### config.mk
export PLATFORM = sky130hd
export DESIGN_NAME = backoff_markov_jammer_sequencer
export DESIGN_NICKNAME = d
export VERILOG_FILES = /design/src/sv/bmjs_pkg.sv /design/src/sv/bmjs_cfg.sv /design/src/sv/bmjs_step.sv /design/src/sv/backoff_markov_jammer_sequencer.sv
export VERILOG_INCLUDE_DIRS = /design/src /design/src/sv
export SDC_FILE = /design/constraint.sdc
export NUM_CORES = 1
export LEC_CHECK = 0
export BUFFER_PORTS_ARGS = -buffer_cell sky130_fd_sc_hd__buf_2
export CORE_UTILIZATION = 45
export CTS_CLUSTER_DIAMETER = 80
export DETAILED_ROUTE_END_ITERATION = 16
export GPL_TIMING_DRIVEN = 0
export PLACE_DENSITY = 0.67
export RECOVER_POWER = 50
export SLEW_MARGIN = 20
export SYNTH_ARGS = -nofsm -noshare
export SYNTH_HDL_FRONTEND = slang
export SYNTH_SLANG_ARGS = --single-unit
### constraint.sdc
create_clock -name clk -period 23.1 [get_ports clk]
set_clock_uncertainty 0.15 [all_clocks]
set_input_delay 0 -clock clk [delete_from_list [all_inputs] [get_ports clk]]
set_output_delay 0 -clock clk [all_outputs]
set_load 0.005 [all_outputs]
### src/sv/backoff_markov_jammer_sequencer_assert.svh
// ----------------------------------------------------------------------------
// backoff markov jammer sequencer assertion macros
// concurrent assertion shorthands clocked on clk, disabled in reset
// ----------------------------------------------------------------------------
`ifndef BACKOFF_MARKOV_JAMMER_SEQUENCER_ASSERT_SVH
`define BACKOFF_MARKOV_JAMMER_SEQUENCER_ASSERT_SVH

// same-cycle implication
`define BMJS_ASSERT_COMB(label, ante, cons, msg) \
  label: assert property (@(posedge clk) disable iff (!rst_n) (ante) |-> (cons)) \
    else $error(msg);

// next-cycle implication
`define BMJS_ASSERT_NEXT(label, ante, cons, msg) \
  label: assert property (@(posedge clk) disable iff (!rst_n) (ante) |=> (cons)) \
    else $error(msg);

`endif

### src/sv/bmjs_pkg.sv
// ----------------------------------------------------------------------------
// bmjs_pkg
// shared types and constants of the backoff markov jammer sequencer
// ----------------------------------------------------------------------------
package bmjs_pkg;

  localparam int STATE_W   = 5;
  localparam int RAND_W    = 15;
  localparam int CFG_W     = 16;
  localparam int CFG_IDX_W = 3;

  localparam int Q15_ONE = 32768;
  localparam int Q15_TWO = 65536;

  localparam logic [CFG_IDX_W-1:0] REG_COLL_PROB  = 3'd0;
  localparam logic [CFG_IDX_W-1:0] REG_SUCC_HOLD  = 3'd1;
  localparam logic [CFG_IDX_W-1:0] REG_COLL_HOLD  = 3'd2;
  localparam logic [CFG_IDX_W-1:0] REG_EIFS_GAP   = 3'd3;
  localparam logic [CFG_IDX_W-1:0] REG_SLOT_HOLD  = 3'd4;

  localparam logic [CFG_W-1:0] RST_COLL_PROB = 16'd13441;
  localparam logic [CFG_W-1:0] RST_SUCC_HOLD = 16'd2332;
  localparam logic [CFG_W-1:0] RST_COLL_HOLD = 16'd836;
  localparam logic [CFG_W-1:0] RST_EIFS_GAP  = 16'd461;
  localparam logic [CFG_W-1:0] RST_SLOT_HOLD = 16'd21;

  localparam logic [1:0] KIND_NONE = 2'd0;
  localparam logic [1:0] KIND_SUCC = 2'd1;
  localparam logic [1:0] KIND_COLL = 2'd2;
  localparam logic [1:0] KIND_BOFF = 2'd3;

  typedef struct packed {
    logic [CFG_W-1:0] collision_prob_q15;
    logic [CFG_W-1:0] success_hold;
    logic [CFG_W-1:0] collision_hold;
    logic [CFG_W-1:0] eifs_gap;
    logic [CFG_W-1:0] slot_hold;
  } cfg_t;

  typedef struct packed {
    logic [STATE_W-1:0] next_chain_state;
    logic               jammer_on;
    logic [CFG_W-1:0]   first_hold;
    logic               turn_off_after;
    logic [CFG_W-1:0]   second_hold;
  } res_t;

endpackage

### src/sv/bmjs_cfg.sv
// ----------------------------------------------------------------------------
// bmjs_cfg
// configuration register file, written through a plain write port
// ----------------------------------------------------------------------------
module bmjs_cfg (
  input  logic                            clk,
  input  logic                            rst_n,
  input  logic                            cfg_we,
  input  logic [bmjs_pkg::CFG_IDX_W-1:0]  cfg_index,
  input  logic [bmjs_pkg::CFG_W-1:0]      cfg_data,
  output bmjs_pkg::cfg_t                  cfg
);

  bmjs_pkg::cfg_t cfg_r;

  always_ff @(posedge clk) begin
    if (!rst_n) begin
      cfg_r.collision_prob_q15 <= bmjs_pkg::RST_COLL_PROB;
      cfg_r.success_hold       <= bmjs_pkg::RST_SUCC_HOLD;
      cfg_r.collision_hold     <= bmjs_pkg::RST_COLL_HOLD;
      cfg_r.eifs_gap           <= bmjs_pkg::RST_EIFS_GAP;
      cfg_r.slot_hold          <= bmjs_pkg::RST_SLOT_HOLD;
    end else if (cfg_we) begin
      unique case (cfg_index)
        bmjs_pkg::REG_COLL_PROB: cfg_r.collision_prob_q15 <= cfg_data;
        bmjs_pkg::REG_SUCC_HOLD: cfg_r.success_hold       <= cfg_data;
        bmjs_pkg::REG_COLL_HOLD: cfg_r.collision_hold     <= cfg_data;
        bmjs_pkg::REG_EIFS_GAP:  cfg_r.eifs_gap           <= cfg_data;
        bmjs_pkg::REG_SLOT_HOLD: cfg_r.slot_hold          <= cfg_data;
        default: ;
      endcase
    end
  end

  assign cfg = cfg_r;

endmodule

### src/sv/bmjs_step.sv
// ----------------------------------------------------------------------------
// bmjs_step
// one markov chain transition and the jammer action of the state left
// ----------------------------------------------------------------------------
module bmjs_step #(
  parameter int STAGES      = 8,
  parameter int WINDOW_BASE = 31,
  parameter int WINDOW_MAX  = 1023
) (
  input  logic [bmjs_pkg::STATE_W-1:0] cs,
  input  logic [bmjs_pkg::RAND_W-1:0]  rand_value,
  input  bmjs_pkg::cfg_t               cfg,
  output bmjs_pkg::res_t               res,
  output logic                         jammer_active_nxt
);

  localparam int DEPTH = STAGES + 1;
  localparam int IDX_W = $clog2(DEPTH);
  localparam logic [5:0] ST6  = 6'(STAGES);
  localparam logic [5:0] B0   = 6'(STAGES + 1);
  localparam logic [5:0] LAST = 6'(2 * STAGES + 1);
  localparam logic [15:0] ONE16 = 16'(bmjs_pkg::Q15_ONE);

  logic [15:0] alpha_tab [DEPTH];
  logic [15:0] beta_tab  [DEPTH];

  for (genvar g = 0; g < DEPTH; g++) begin : g_tab
    localparam longint WRAW = longint'(WINDOW_BASE) << g;
    localparam longint W    = (WRAW > longint'(WINDOW_MAX)) ? longint'(WINDOW_MAX) : WRAW;
    localparam longint WD   = (W <= 2) ? 1 : W;
    localparam longint AQ   = (W <= 2) ? bmjs_pkg::Q15_ONE : (bmjs_pkg::Q15_TWO + WD / 2) / WD;
    localparam longint AV   = (AQ > bmjs_pkg::Q15_ONE) ? bmjs_pkg::Q15_ONE : AQ;
    localparam longint WB   = W - 1;
    localparam longint WBD  = (WB <= 2) ? 1 : WB;
    localparam longint BQ   = (WB <= 2) ? bmjs_pkg::Q15_ONE :
                              (bmjs_pkg::Q15_TWO + WBD / 2) / WBD;
    localparam longint BV   = (BQ > bmjs_pkg::Q15_ONE) ? bmjs_pkg::Q15_ONE : BQ;
    assign alpha_tab[g] = 16'(AV);
    assign beta_tab[g]  = 16'(BV);
  end

  logic [5:0]       cs6, up6, bo6, nxt6;
  logic [15:0]      p_sat, q, a0, a1, bs;
  logic [31:0]      x, p1, p12, p123;
  logic [1:0]       kind;

  always_comb begin
    cs6   = {1'b0, cs};
    up6   = cs6 + 6'd1;
    bo6   = cs6 - B0;
    p_sat = (cfg.collision_prob_q15 > ONE16) ? ONE16 : cfg.collision_prob_q15;
    q     = ONE16 - p_sat;
    a0    = alpha_tab[0];
    a1    = alpha_tab[up6[IDX_W-1:0]];
    bs    = beta_tab[bo6[IDX_W-1:0]];
    x     = {2'b00, rand_value, 15'd0};
    p1    = 32'(q) * 32'(a0);
    p12   = {1'b0, q, 15'd0};
    p123  = p12 + 32'(p_sat) * 32'(a1);

    priority if (cs6 < ST6) begin
      priority if (x < p1) begin
        nxt6 = 6'd0;
        kind = bmjs_pkg::KIND_SUCC;
      end else if (x < p12) begin
        nxt6 = B0;
        kind = bmjs_pkg::KIND_SUCC;
      end else if (x < p123) begin
        nxt6 = up6;
        kind = bmjs_pkg::KIND_COLL;
      end else begin
        nxt6 = B0 + up6;
        kind = bmjs_pkg::KIND_COLL;
      end
    end else if (cs6 == ST6) begin
      nxt6 = ({1'b0, rand_value} < a0) ? 6'd0 : B0;
      kind = bmjs_pkg::KIND_COLL;
    end else if (cs6 <= LAST) begin
      nxt6 = ({1'b0, rand_value} < bs) ? bo6 : cs6;
      kind = bmjs_pkg::KIND_BOFF;
    end else begin
      nxt6 = 6'd0;
      kind = bmjs_pkg::KIND_NONE;
    end

    res.next_chain_state = nxt6[bmjs_pkg::STATE_W-1:0];
    unique case (kind)
      bmjs_pkg::KIND_SUCC: begin
        res.jammer_on      = 1'b1;
        res.first_hold     = cfg.success_hold;
        res.turn_off_after = 1'b0;
        res.second_hold    = '0;
        jammer_active_nxt  = 1'b1;
      end
      bmjs_pkg::KIND_COLL: begin
        res.jammer_on      = 1'b1;
        res.first_hold     = cfg.collision_hold;
        res.turn_off_after = 1'b1;
        res.second_hold    = cfg.eifs_gap;
        jammer_active_nxt  = 1'b0;
      end
      bmjs_pkg::KIND_BOFF: begin
        res.jammer_on      = 1'b0;
        res.first_hold     = cfg.slot_hold;
        res.turn_off_after = 1'b0;
        res.second_hold    = '0;
        jammer_active_nxt  = 1'b0;
      end
      default: begin
        res.jammer_on      = 1'b0;
        res.first_hold     = '0;
        res.turn_off_after = 1'b0;
        res.second_hold    = '0;
        jammer_active_nxt  = 1'b0;
      end
    endcase
  end

endmodule

### src/sv/backoff_markov_jammer_sequencer.sv
// ----------------------------------------------------------------------------
// backoff_markov_jammer_sequencer
// steps a dcf backoff markov chain, one random beat per step, and gives the
// jammer action for the state it leaves
// ----------------------------------------------------------------------------
// result path: input register (beat and draw), then result register
// throughput: one beat per cycle unless out_stall holds the result; the chain state
//   register closes its loop through the step logic (two 16x16 multiplies, add, compares)
// reset: synchronous active low; chain returns to transmit stage 0 and the
//   configuration registers take their default values
`include "backoff_markov_jammer_sequencer_assert.svh"

module backoff_markov_jammer_sequencer #(
  parameter int STAGES      = 8,
  parameter int WINDOW_BASE = 31,
  parameter int WINDOW_MAX  = 1023
) (
  input  logic                            clk,
  input  logic                            rst_n,
  input  logic                            in_valid,
  output logic                            in_stall,
  input  logic [bmjs_pkg::RAND_W-1:0]     in_rand_value,
  output logic                            out_valid,
  input  logic                            out_stall,
  output logic [bmjs_pkg::STATE_W-1:0]    out_next_chain_state,
  output logic                            out_jammer_on,
  output logic [bmjs_pkg::CFG_W-1:0]      out_first_hold,
  output logic                            out_turn_off_after,
  output logic [bmjs_pkg::CFG_W-1:0]      out_second_hold,
  input  logic                            cfg_we,
  input  logic [bmjs_pkg::CFG_IDX_W-1:0]  cfg_index,
  input  logic [bmjs_pkg::CFG_W-1:0]      cfg_data
);

  bmjs_pkg::cfg_t cfg;
  bmjs_pkg::res_t res_nxt;
  bmjs_pkg::res_t res_r;

  logic                          in_vld_r;
  logic [bmjs_pkg::RAND_W-1:0]   rand_r;
  logic                          out_vld_r;
  logic [bmjs_pkg::STATE_W-1:0]  cs_r;
  logic                          jam_r;
  logic                          jam_nxt;
  logic                          out_adv;

  bmjs_cfg u_cfg (
    .clk       (clk),
    .rst_n     (rst_n),
    .cfg_we    (cfg_we),
    .cfg_index (cfg_index),
    .cfg_data  (cfg_data),
    .cfg       (cfg)
  );

  bmjs_step #(
    .STAGES      (STAGES),
    .WINDOW_BASE (WINDOW_BASE),
    .WINDOW_MAX  (WINDOW_MAX)
  ) u_step (
    .cs                (cs_r),
    .rand_value        (rand_r),
    .cfg               (cfg),
    .res               (res_nxt),
    .jammer_active_nxt (jam_nxt)
  );

  assign out_adv  = !out_vld_r || !out_stall;
  assign in_stall = in_vld_r && !out_adv;

  always_ff @(posedge clk) begin
    if (!rst_n) begin
      in_vld_r  <= 1'b0;
      out_vld_r <= 1'b0;
      cs_r      <= '0;
      jam_r     <= 1'b0;
    end else begin
      if (!in_stall) begin
        in_vld_r <= in_valid;
      end
      if (out_adv) begin
        out_vld_r <= in_vld_r;
        if (in_vld_r) begin
          cs_r  <= res_nxt.next_chain_state;
          jam_r <= jam_nxt;
        end
      end
    end
  end

  always_ff @(posedge clk) begin
    if (in_valid && !in_stall) begin
      rand_r <= in_rand_value;
    end
    if (out_adv && in_vld_r) begin
      res_r <= res_nxt;
    end
  end

  assign out_valid            = out_vld_r;
  assign out_next_chain_state = res_r.next_chain_state;
  assign out_jammer_on        = res_r.jammer_on;
  assign out_first_hold       = res_r.first_hold;
  assign out_turn_off_after   = res_r.turn_off_after;
  assign out_second_hold      = res_r.second_hold;

  `BMJS_ASSERT_COMB(a_stall_needs_beat, in_stall, in_vld_r, "stall without a held beat")
  `BMJS_ASSERT_COMB(a_state_tracks_out, out_vld_r, cs_r == res_r.next_chain_state, "chain state differs from shown result")
  `BMJS_ASSERT_COMB(a_jam_tracks_out, out_vld_r, jam_r == (res_r.jammer_on && !res_r.turn_off_after), "jammer activity differs from shown action")
  `BMJS_ASSERT_COMB(a_off_is_plain, out_vld_r && !res_r.jammer_on, !res_r.turn_off_after && res_r.second_hold == '0, "off action with a second hold")
  `BMJS_ASSERT_NEXT(a_out_loads, in_vld_r && out_adv, out_vld_r, "held beat not moved to result")

endmodule

* Word-level counts from Yosys, hierarchy flattened
Memories as Yosys holds them, arrays and structs flattened.
Cells that the tools add are included.
W data, S select, Z words.
** Storage, ports and cells
- Register bits after elaboration :: 141
- Output and inout port bits :: 41
- Input bits :: 39
- Latch bits :: 0
- Memories kept :: 2
- ROM bits :: 512
- RAM bits :: 0
** Memories
- (no name shown) :: depth 16, bits a word 16, read ports 1, clocked after memory_dff 0, write ports 0, RTL line bmjs_step.sv:55 : bs = beta_tab[bo6[IDX_W-1:0]];
- (no name shown) :: depth 16, bits a word 16, read ports 1, clocked after memory_dff 0, write ports 0, RTL line bmjs_step.sv:54 : a1 = alpha_tab[up6[IDX_W-1:0]];
** Operators by class
- Reductions and logical operators :: 15
- Multipliers :: 2
- Equal/unequal tests :: 8
- Bitwise logic cells :: 2
- Mux-type cells :: 19
- Shifts and indexed selects :: 0
- Add/sub/neg operators :: 5
- Div/mod/pow operators :: 0
- Magnitude comparators :: 10
** Operator list (number)
- $pmux W34 S3 :: 1
- $mux W16 :: 5
- $lt A30 B32 Y1 :: 2
- $mux W5 :: 7
- $add A31 B32 Y32 :: 1
- $mul A16 B16 Y32 :: 1
- $lt A30 B31 Y1 :: 1
- $mul A16 B11 Y27 const B :: 1
- $gt A16 B16 Y1 const B :: 1
- $lt A15 B16 Y1 :: 1
- $sub A16 B16 Y16 const A :: 1
- $lt A15 B12 Y1 const B :: 1
- $reduce_and A2 Y1 :: 6
- $ge A5 B5 Y1 const B :: 2
- $mux W2 :: 5
- $not A4 Y5 :: 2
- $eq A3 B2 Y1 const B :: 2
- $add A4 B5 Y5 const A :: 1
- $add A5 B1 Y5 const B :: 1
- $eq A5 B4 Y1 const B :: 1
- $le A5 B5 Y1 const B :: 1
- $lt A5 B4 Y1 const B :: 1
- $sub A5 B4 Y5 const B :: 1
- $eq A2 B2 Y1 const B :: 2
- other kinds (8) :: 13

* Depth between registers and ports, before layout
- Depth in word-level cells :: 12
- Depth in mapped cells :: 42

* Cells and area by module
Synthesis repeated with hierarchy kept, for this count alone.
** Second synthesis, totals
- Cell total of the unflattened synthesis :: 1812
- Area total of the unflattened synthesis :: 16553.4 µm²
** Modules (own cells, without submodules)
- bmjs_step :: area each 11557.3 µm², seq. area each 0.0 µm², cells each 1432, times used 1
- bmjs_cfg :: area each 3090.5 µm², seq. area each 1601.5 µm², cells each 297, times used 1
- backoff_markov_jammer_sequencer :: area each 1905.6 µm², seq. area each 1761.7 µm², cells each 83, times used 1

* Worst setup path before layout
OpenSTA, ideal clock, no wires.
- Kind :: register to register
- Start point :: register cs_r[2] (netlist name)
- End point :: register res_r, in the netlist out_next_chain_state[3] (data pin)
- Setup slack :: 13.830 ns
- Cell stages (with the launch flop) :: 41
- Setup time :: 0.260 ns
- Data arrival time :: 8.860 ns
- Path through :: dfxtp_1 > ha_1 > and2_1 > nand2b_1 > nand2_1 > nor2_1 > nand2_1 > clkbuf_1 > nor2_1 > fa_1 > inv_1 > fa_1 > fa_1 > inv_1 > fa_1 > fa_1 > inv_1 > fa_1 > [... 5 more ...] > a311oi_1 > o31ai_1 > a21o_1 > a21o_1 > a21o_1 > a21oi_1 > xor2_1 > ha_1 > nand3_1 > nor3_1 > nand4_1 > a31oi_1 > nand4_1 > o41ai_1 > a21bo_1 > buf_6 > a221oi_2 > o21bai_1
** RTL lines
- start, declared :: RTL line backoff_markov_jammer_sequencer.sv:42 : logic [bmjs_pkg::STATE_W-1:0] cs_r;
- start signal, assigned :: RTL line backoff_markov_jammer_sequencer.sv:84 : cs_r <= res_nxt.next_chain_state;
- end signal, assigned :: RTL line backoff_markov_jammer_sequencer.sv:96 : res_r <= res_nxt;
- end, declared :: RTL line backoff_markov_jammer_sequencer.sv:37 : bmjs_pkg::res_t res_r;

==> flow_summary.html <==
<table>
<tr><th>Metric</th><th>Value</th></tr>
<tr><th colspan="2">Outcome</th></tr>
<tr><td>Result of the run</td><td>finished with violations</td></tr>
<tr><td>Violated checks</td><td>capacitance limit, slew limit</td></tr>
<tr><th colspan="2">Clocking</th></tr>
<tr><td>Count of H-tree levels built during CTS</td><td>4</td></tr>
<tr><td># resized after CTS</td><td>0</td></tr>
<tr><td>Number of buffers added by the clock tree synthesis step</td><td>17</td></tr>
<tr><td>Max Root-Sink Buffers</td><td>2</td></tr>
<tr><td>Clock input transition at the sequential cells of the worst setup and hold paths</td><td>0.07 ns</td></tr>
<tr><td>Clock tree from TritonCTS</td><td>built</td></tr>
<tr><td>Number of hold buffers added after CTS</td><td>41</td></tr>
<tr><td>Latest clock arrival within the worst-skew pair</td><td>0.43 ns</td></tr>
<tr><td>Number of buffers inserted by post-CTS setup repair</td><td>0</td></tr>
<tr><td>Buffer type at the clock tree root</td><td>clkbuf_16</td></tr>
<tr><td># clock sinks</td><td>141</td></tr>
<tr><th colspan="2">Timing</th></tr>
<tr><td>Setup_tns</td><td>0 ns</td></tr>
<tr><td>Achievable clock frequency</td><td>0.08480 GHz</td></tr>
<tr><td>Setup repair after global routing missed its margin</td><td>no</td></tr>
<tr><td>Hold Worst Slack</td><td>0.1289 ns</td></tr>
<tr><td>Max-Slew Margin vs Limit</td><td>-0.2746</td></tr>
<tr><td>Final worst setup slack</td><td>11.31 ns</td></tr>
<tr><td>Number of hold violations in the final report</td><td>0</td></tr>
<tr><td>Final setup violation count</td><td>0</td></tr>
<tr><td>Transition time at the pin with the least slew margin</td><td>1.912 ns</td></tr>
<tr><td>Fraction of the cycle the final worst path needs</td><td>0.5105</td></tr>
<tr><td>Number of pins exceeding their max-slew limit in the final report</td><td>36</td></tr>
<tr><td>Clock period minus final worst setup slack</td><td>11.79 ns</td></tr>
<tr><th colspan="2">Die</th></tr>
<tr><td>Top-level port count</td><td>80</td></tr>
<tr><td>Die outline area</td><td>36,760 um^2</td></tr>
<tr><td>Core Box Area</td><td>35,480 um^2</td></tr>
<tr><td>Starting Density</td><td>0.4565</td></tr>
<tr><td>Width of the die</td><td>191.7 um</td></tr>
<tr><td>Standard-cell row count</td><td>69</td></tr>
<tr><td>DIE HEIGHT</td><td>191.7 um</td></tr>
<tr><th colspan="2">Pwr</th></tr>
<tr><td>Overall power of the completed layout</td><td>1.163 mW</td></tr>
<tr><td>Worst vdd rail ir drop</td><td>70.57 uV</td></tr>
<tr><td>Total power density per cell area</td><td>64.13 nW/um^2</td></tr>
<tr><td>Reported leakage power</td><td>8.744 nW</td></tr>
<tr><th colspan="2">Global routing</th></tr>
<tr><td>Via count of the first global-routing pass</td><td>13,510</td></tr>
<tr><td>Met3 capacity usage during global routing</td><td>0.03928</td></tr>
<tr><td>Sum of overflow across all layers after global routing</td><td>0</td></tr>
<tr><td>Antenna violations before repair</td><td>0</td></tr>
<tr><td>First-pass GRT wire length</td><td>70,950 um</td></tr>
<tr><td>Met1 Use GR</td><td>0.3356</td></tr>
<tr><td>Most crowded layer after global routing</td><td>met2</td></tr>
<tr><td>Global router's overall resource usage</td><td>0.2508</td></tr>
<tr><td>Maximum number of pins on one net before global-route repair</td><td>36</td></tr>
<tr><td>Global routing met2 resource utilization</td><td>0.4089</td></tr>
<tr><th colspan="2">Critical path</th></tr>
<tr><td>CP Depth</td><td>38</td></tr>
<tr><td>Buf/Inv on CP</td><td>7</td></tr>
<tr><td>Worst setup SP type</td><td>flop</td></tr>
<tr><td>CP startpoint</td><td>cs_r[1]</td></tr>
<tr><td>Worst path slowest cell</td><td>o41ai_2</td></tr>
<tr><td>Critical path data required time</td><td>23.11 ns</td></tr>
<tr><td>Worst Reg2Reg Path Length in Cells</td><td>38</td></tr>
<tr><td>Launch point of the worst reg-to-reg path</td><td>cs_r[1]</td></tr>
<tr><td>Top cell family by delay on the critical path</td><td>adder cells</td></tr>
<tr><td>Crit Reg-Reg Endpoint</td><td>out_next_chain_state[3]</td></tr>
<tr><td>Slowest Stage Delay on Critical Path</td><td>0.71 ns</td></tr>
<tr><td>Nature of the critical path endpoint</td><td>flop</td></tr>
<tr><td>Worst EP arrival</td><td>11.81 ns</td></tr>
<tr><td>Crit path capture</td><td>out_next_chain_state[3]</td></tr>
<tr><td>Worst Path Max Fanout</td><td>10</td></tr>
<tr><td>Cell repeated most along the worst path</td><td>fa_1</td></tr>
<tr><td>Worst-case register-to-register setup slack</td><td>11.31 ns</td></tr>
<tr><td>Critical Setup Path Class</td><td>reg2reg</td></tr>
<tr><th colspan="2">Final layout</th></tr>
<tr><td>Count of nets after finishing</td><td>2,421</td></tr>
<tr><td>Layout fillers</td><td>3,352</td></tr>
<tr><td>Final non-filler cell total</td><td>2,446</td></tr>
<tr><td>Area of all placed cells without fillers</td><td>18,140 um^2</td></tr>
<tr><td>Post-Route Utilization</td><td>0.5113</td></tr>
<tr><td>Fraction of layout cells with a size suffix above 1</td><td>0.04887</td></tr>
<tr><td>Antenna fix cells</td><td>0</td></tr>
<tr><td>Layout-stage area growth over the synthesis result</td><td>12.00%</td></tr>
<tr><th colspan="2">Yosys</th></tr>
<tr><td>Async S/R FF share, synth</td><td>0</td></tr>
<tr><td>Synthesized flop and latch total</td><td>141</td></tr>
<tr><td>Most area-hungry cell type in the Yosys netlist</td><td>ha_1</td></tr>
<tr><td>Main synth FF type</td><td>dfxtp_1</td></tr>
<tr><td>Syn Nets</td><td>2,282</td></tr>
<tr><td>Cell types with the largest area share after synthesis</td><td>ha_1 (21%), fa_1 (18%), dfxtp_1 (11%), edfxtp_1 (10%), inv_1 (6.4%)</td></tr>
<tr><td>Total of warnings raised by yosys</td><td>0</td></tr>
<tr><td>Post-Syn Area per Cell</td><td>8.837 um^2</td></tr>
<tr><td>Yosys top cell area share</td><td>0.2055</td></tr>
<tr><td>Summed instance area of the synthesized netlist</td><td>16,200 um^2</td></tr>
<tr><td>EDFF count, synth</td><td>54</td></tr>
<tr><td>Fraction of the yosys area taken by sequential cells</td><td>0.2076</td></tr>
<tr><td>Synthesized instance count</td><td>1,833</td></tr>
<tr><td>Number of distinct library cells after synthesis</td><td>72</td></tr>
<tr><th colspan="2">Placed design</th></tr>
<tr><td>Post-detail-place hpwl</td><td>36,320 um</td></tr>
<tr><td>Area after DPL</td><td>17,200 um^2</td></tr>
<tr><td>Post-Place Worst Slack</td><td>11.51 ns</td></tr>
<tr><td>Final weighted congestion in routability-driven placement</td><td>1.034</td></tr>
<tr><td>Count of buffers inserted at the top-level ports</td><td>78</td></tr>
<tr><td>Placed cell count</td><td>2,373</td></tr>
<tr><th colspan="2">Detailed routing</th></tr>
<tr><td>Avg Vias per Cell</td><td>5.493</td></tr>
<tr><td>Starting DRC count in detailed routing</td><td>855</td></tr>
<tr><td>Wirelength per Cell</td><td>18.24 um</td></tr>
<tr><td>Routed via count</td><td>13,440</td></tr>
<tr><td>Number of nets with antenna violations after routing</td><td>0</td></tr>
<tr><td>Final WL</td><td>44,610 um</td></tr>
<tr><td>Drt drc</td><td>0</td></tr>
<tr><td>Number of detailed-routing iterations run before antenna repair</td><td>7</td></tr>
<tr><th colspan="2">Run</th></tr>
<tr><td>Max-capacitance violation count</td><td>1</td></tr>
<tr><th colspan="2">Worst hold path</th></tr>
<tr><td>Hold crit path type</td><td>in2reg</td></tr>
</table>
-- cell type report --
cell class / instances / area [um^2] / area share
inverter: 277 / 1040 / 0.05731
clock inverter: 15 / 172.7 / 0.009517
timing repair buffer: 120 / 762.0 / 0.04200
tap: 461 / 576.8 / 0.03179
buffer: 55 / 221.5 / 0.01221
sequential: 141 / 3363 / 0.1854
clock buffer: 17 / 425.4 / 0.02345
multi-input combinational: 1360 / 11580 / 0.6383
-- worst reg2reg max path, delay by kind of cell (launching register included) --
family          cells  cell delay [ns]
fa+ha+maj           9             3.97
simple gates        7             1.66
xor+xnor            2             0.76
buf+inv             7             1.09
flops               1             0.51
compound gates     13             3.40
-- flip-flops by register name, summed over array words and instances, names as in the netlist --
register	flops
u_cfg.cfg	80
out_first_hold	16
out_second_hold	16
rand_r	15
cs_r	5
out_next_chain_state	5
in_vld_r	1
out_jammer_on	1
out_turn_off_after	1
out_valid	1
-- power by group --
part | total, mW | switching [mW] | internal [mW] | leakage, nW
logic | 0.607 | 0.356 | 0.251 | 7.23
registers | 0.281 | 0.00948 | 0.271 | 1.22
clock network | 0.275 | 0.121 | 0.154 | 0.292
-- layout by cell type, fill, tap and decap left out, types with 5 or more instances in the layout --
cell type	netlist	layout
clkbuf_1	52	87
a222oi_1	16	16
ha_1	266	266
o21ai_0	43	43
and3_1	11	11
xor2_1	28	28
nand4_1	9	9
nand2b_1	26	26
nor4_1	8	8
o31ai_1	8	8
a2111oi_0	6	6
a21boi_0	58	58
nand3_1	50	50
clkbuf_16	0	17
or3_1	9	9
o21bai_1	5	5
o21a_1	12	12
inv_6	0	5
a211oi_1	12	12
nor2b_1	27	27
or2_2	5	5
nand2_1	242	242
dlygate4sd3_1	0	41
a21o_1	22	22
inv_1	277	277
or4_1	5	5
xnor2_1	35	35
nor3_1	17	17
edfxtp_1	54	54
a21oi_1	45	45
dfxtp_1	87	87
o22ai_1	9	9
and2_1	27	26
fa_1	144	144
mux2i_1	7	7
a31oi_1	5	5
nor2_1	146	146
buf_2	0	44
-- per-layer routing --
layer / wire length (um) / share of wire / vias up
li1: - / - / 6395
met1: 19680 / 0.44 / 6520
met2: 21070 / 0.47 / 435
met3: 2521 / 0.057 / 86
met4: 1343 / 0.030 / 0
met5: 0 / 0 / -
-- kinds of logic after synthesis --
group / Yosys count / synth area share
adder cells (fa/ha/maj): 411 / 0.3841
XOR/XNOR: 63 / 0.03406
flip-flops: 141 / 0.2076
buffers and inverters: 332 / 0.07786
multiplexers: 9 / 0.005716
AND/OR/NAND/NOR: 599 / 0.1691
AO/OA/AOI/OAI: 278 / 0.1216
-- how the worst min path moves through the flow --
stage                                  from    endpoint  slack [ns]  depth (start not counted)
after floorplan            in_rand_value[0]   rand_r[0]       -0.05                          0
after global placement     in_rand_value[4]   rand_r[4]        0.03                          1
after detailed placement   in_rand_value[0]   rand_r[0]        0.03                          1
after CTS                  in_rand_value[2]   rand_r[2]        0.11                          2
after global routing      in_rand_value[13]  rand_r[13]        0.13                          2
final                     in_rand_value[13]  rand_r[13]        0.13                          2
-- cell usage after synthesis (6+ instances only) --
cell type / count
a21o_1: 22
xor2_1: 28
and3_1: 11
inv_1: 277
a21oi_1: 45
nor2b_1: 27
nand4_1: 9
xnor2_1: 35
a2111oi_0: 6
and2_1: 27
nand3_1: 50
nand2_1: 242
nor2_1: 146
a21boi_0: 58
o21a_1: 12
nor4_1: 8
o22ai_1: 9
fa_1: 144
dfxtp_1: 87
ha_1: 266
o31ai_1: 8
mux2i_1: 7
edfxtp_1: 54
a222oi_1: 16
o21ai_0: 43
a211oi_1: 12
clkbuf_1: 52
nor3_1: 17
nand2b_1: 26
or3_1: 9
No activity file was read; power rests on OpenSTA's default activity.
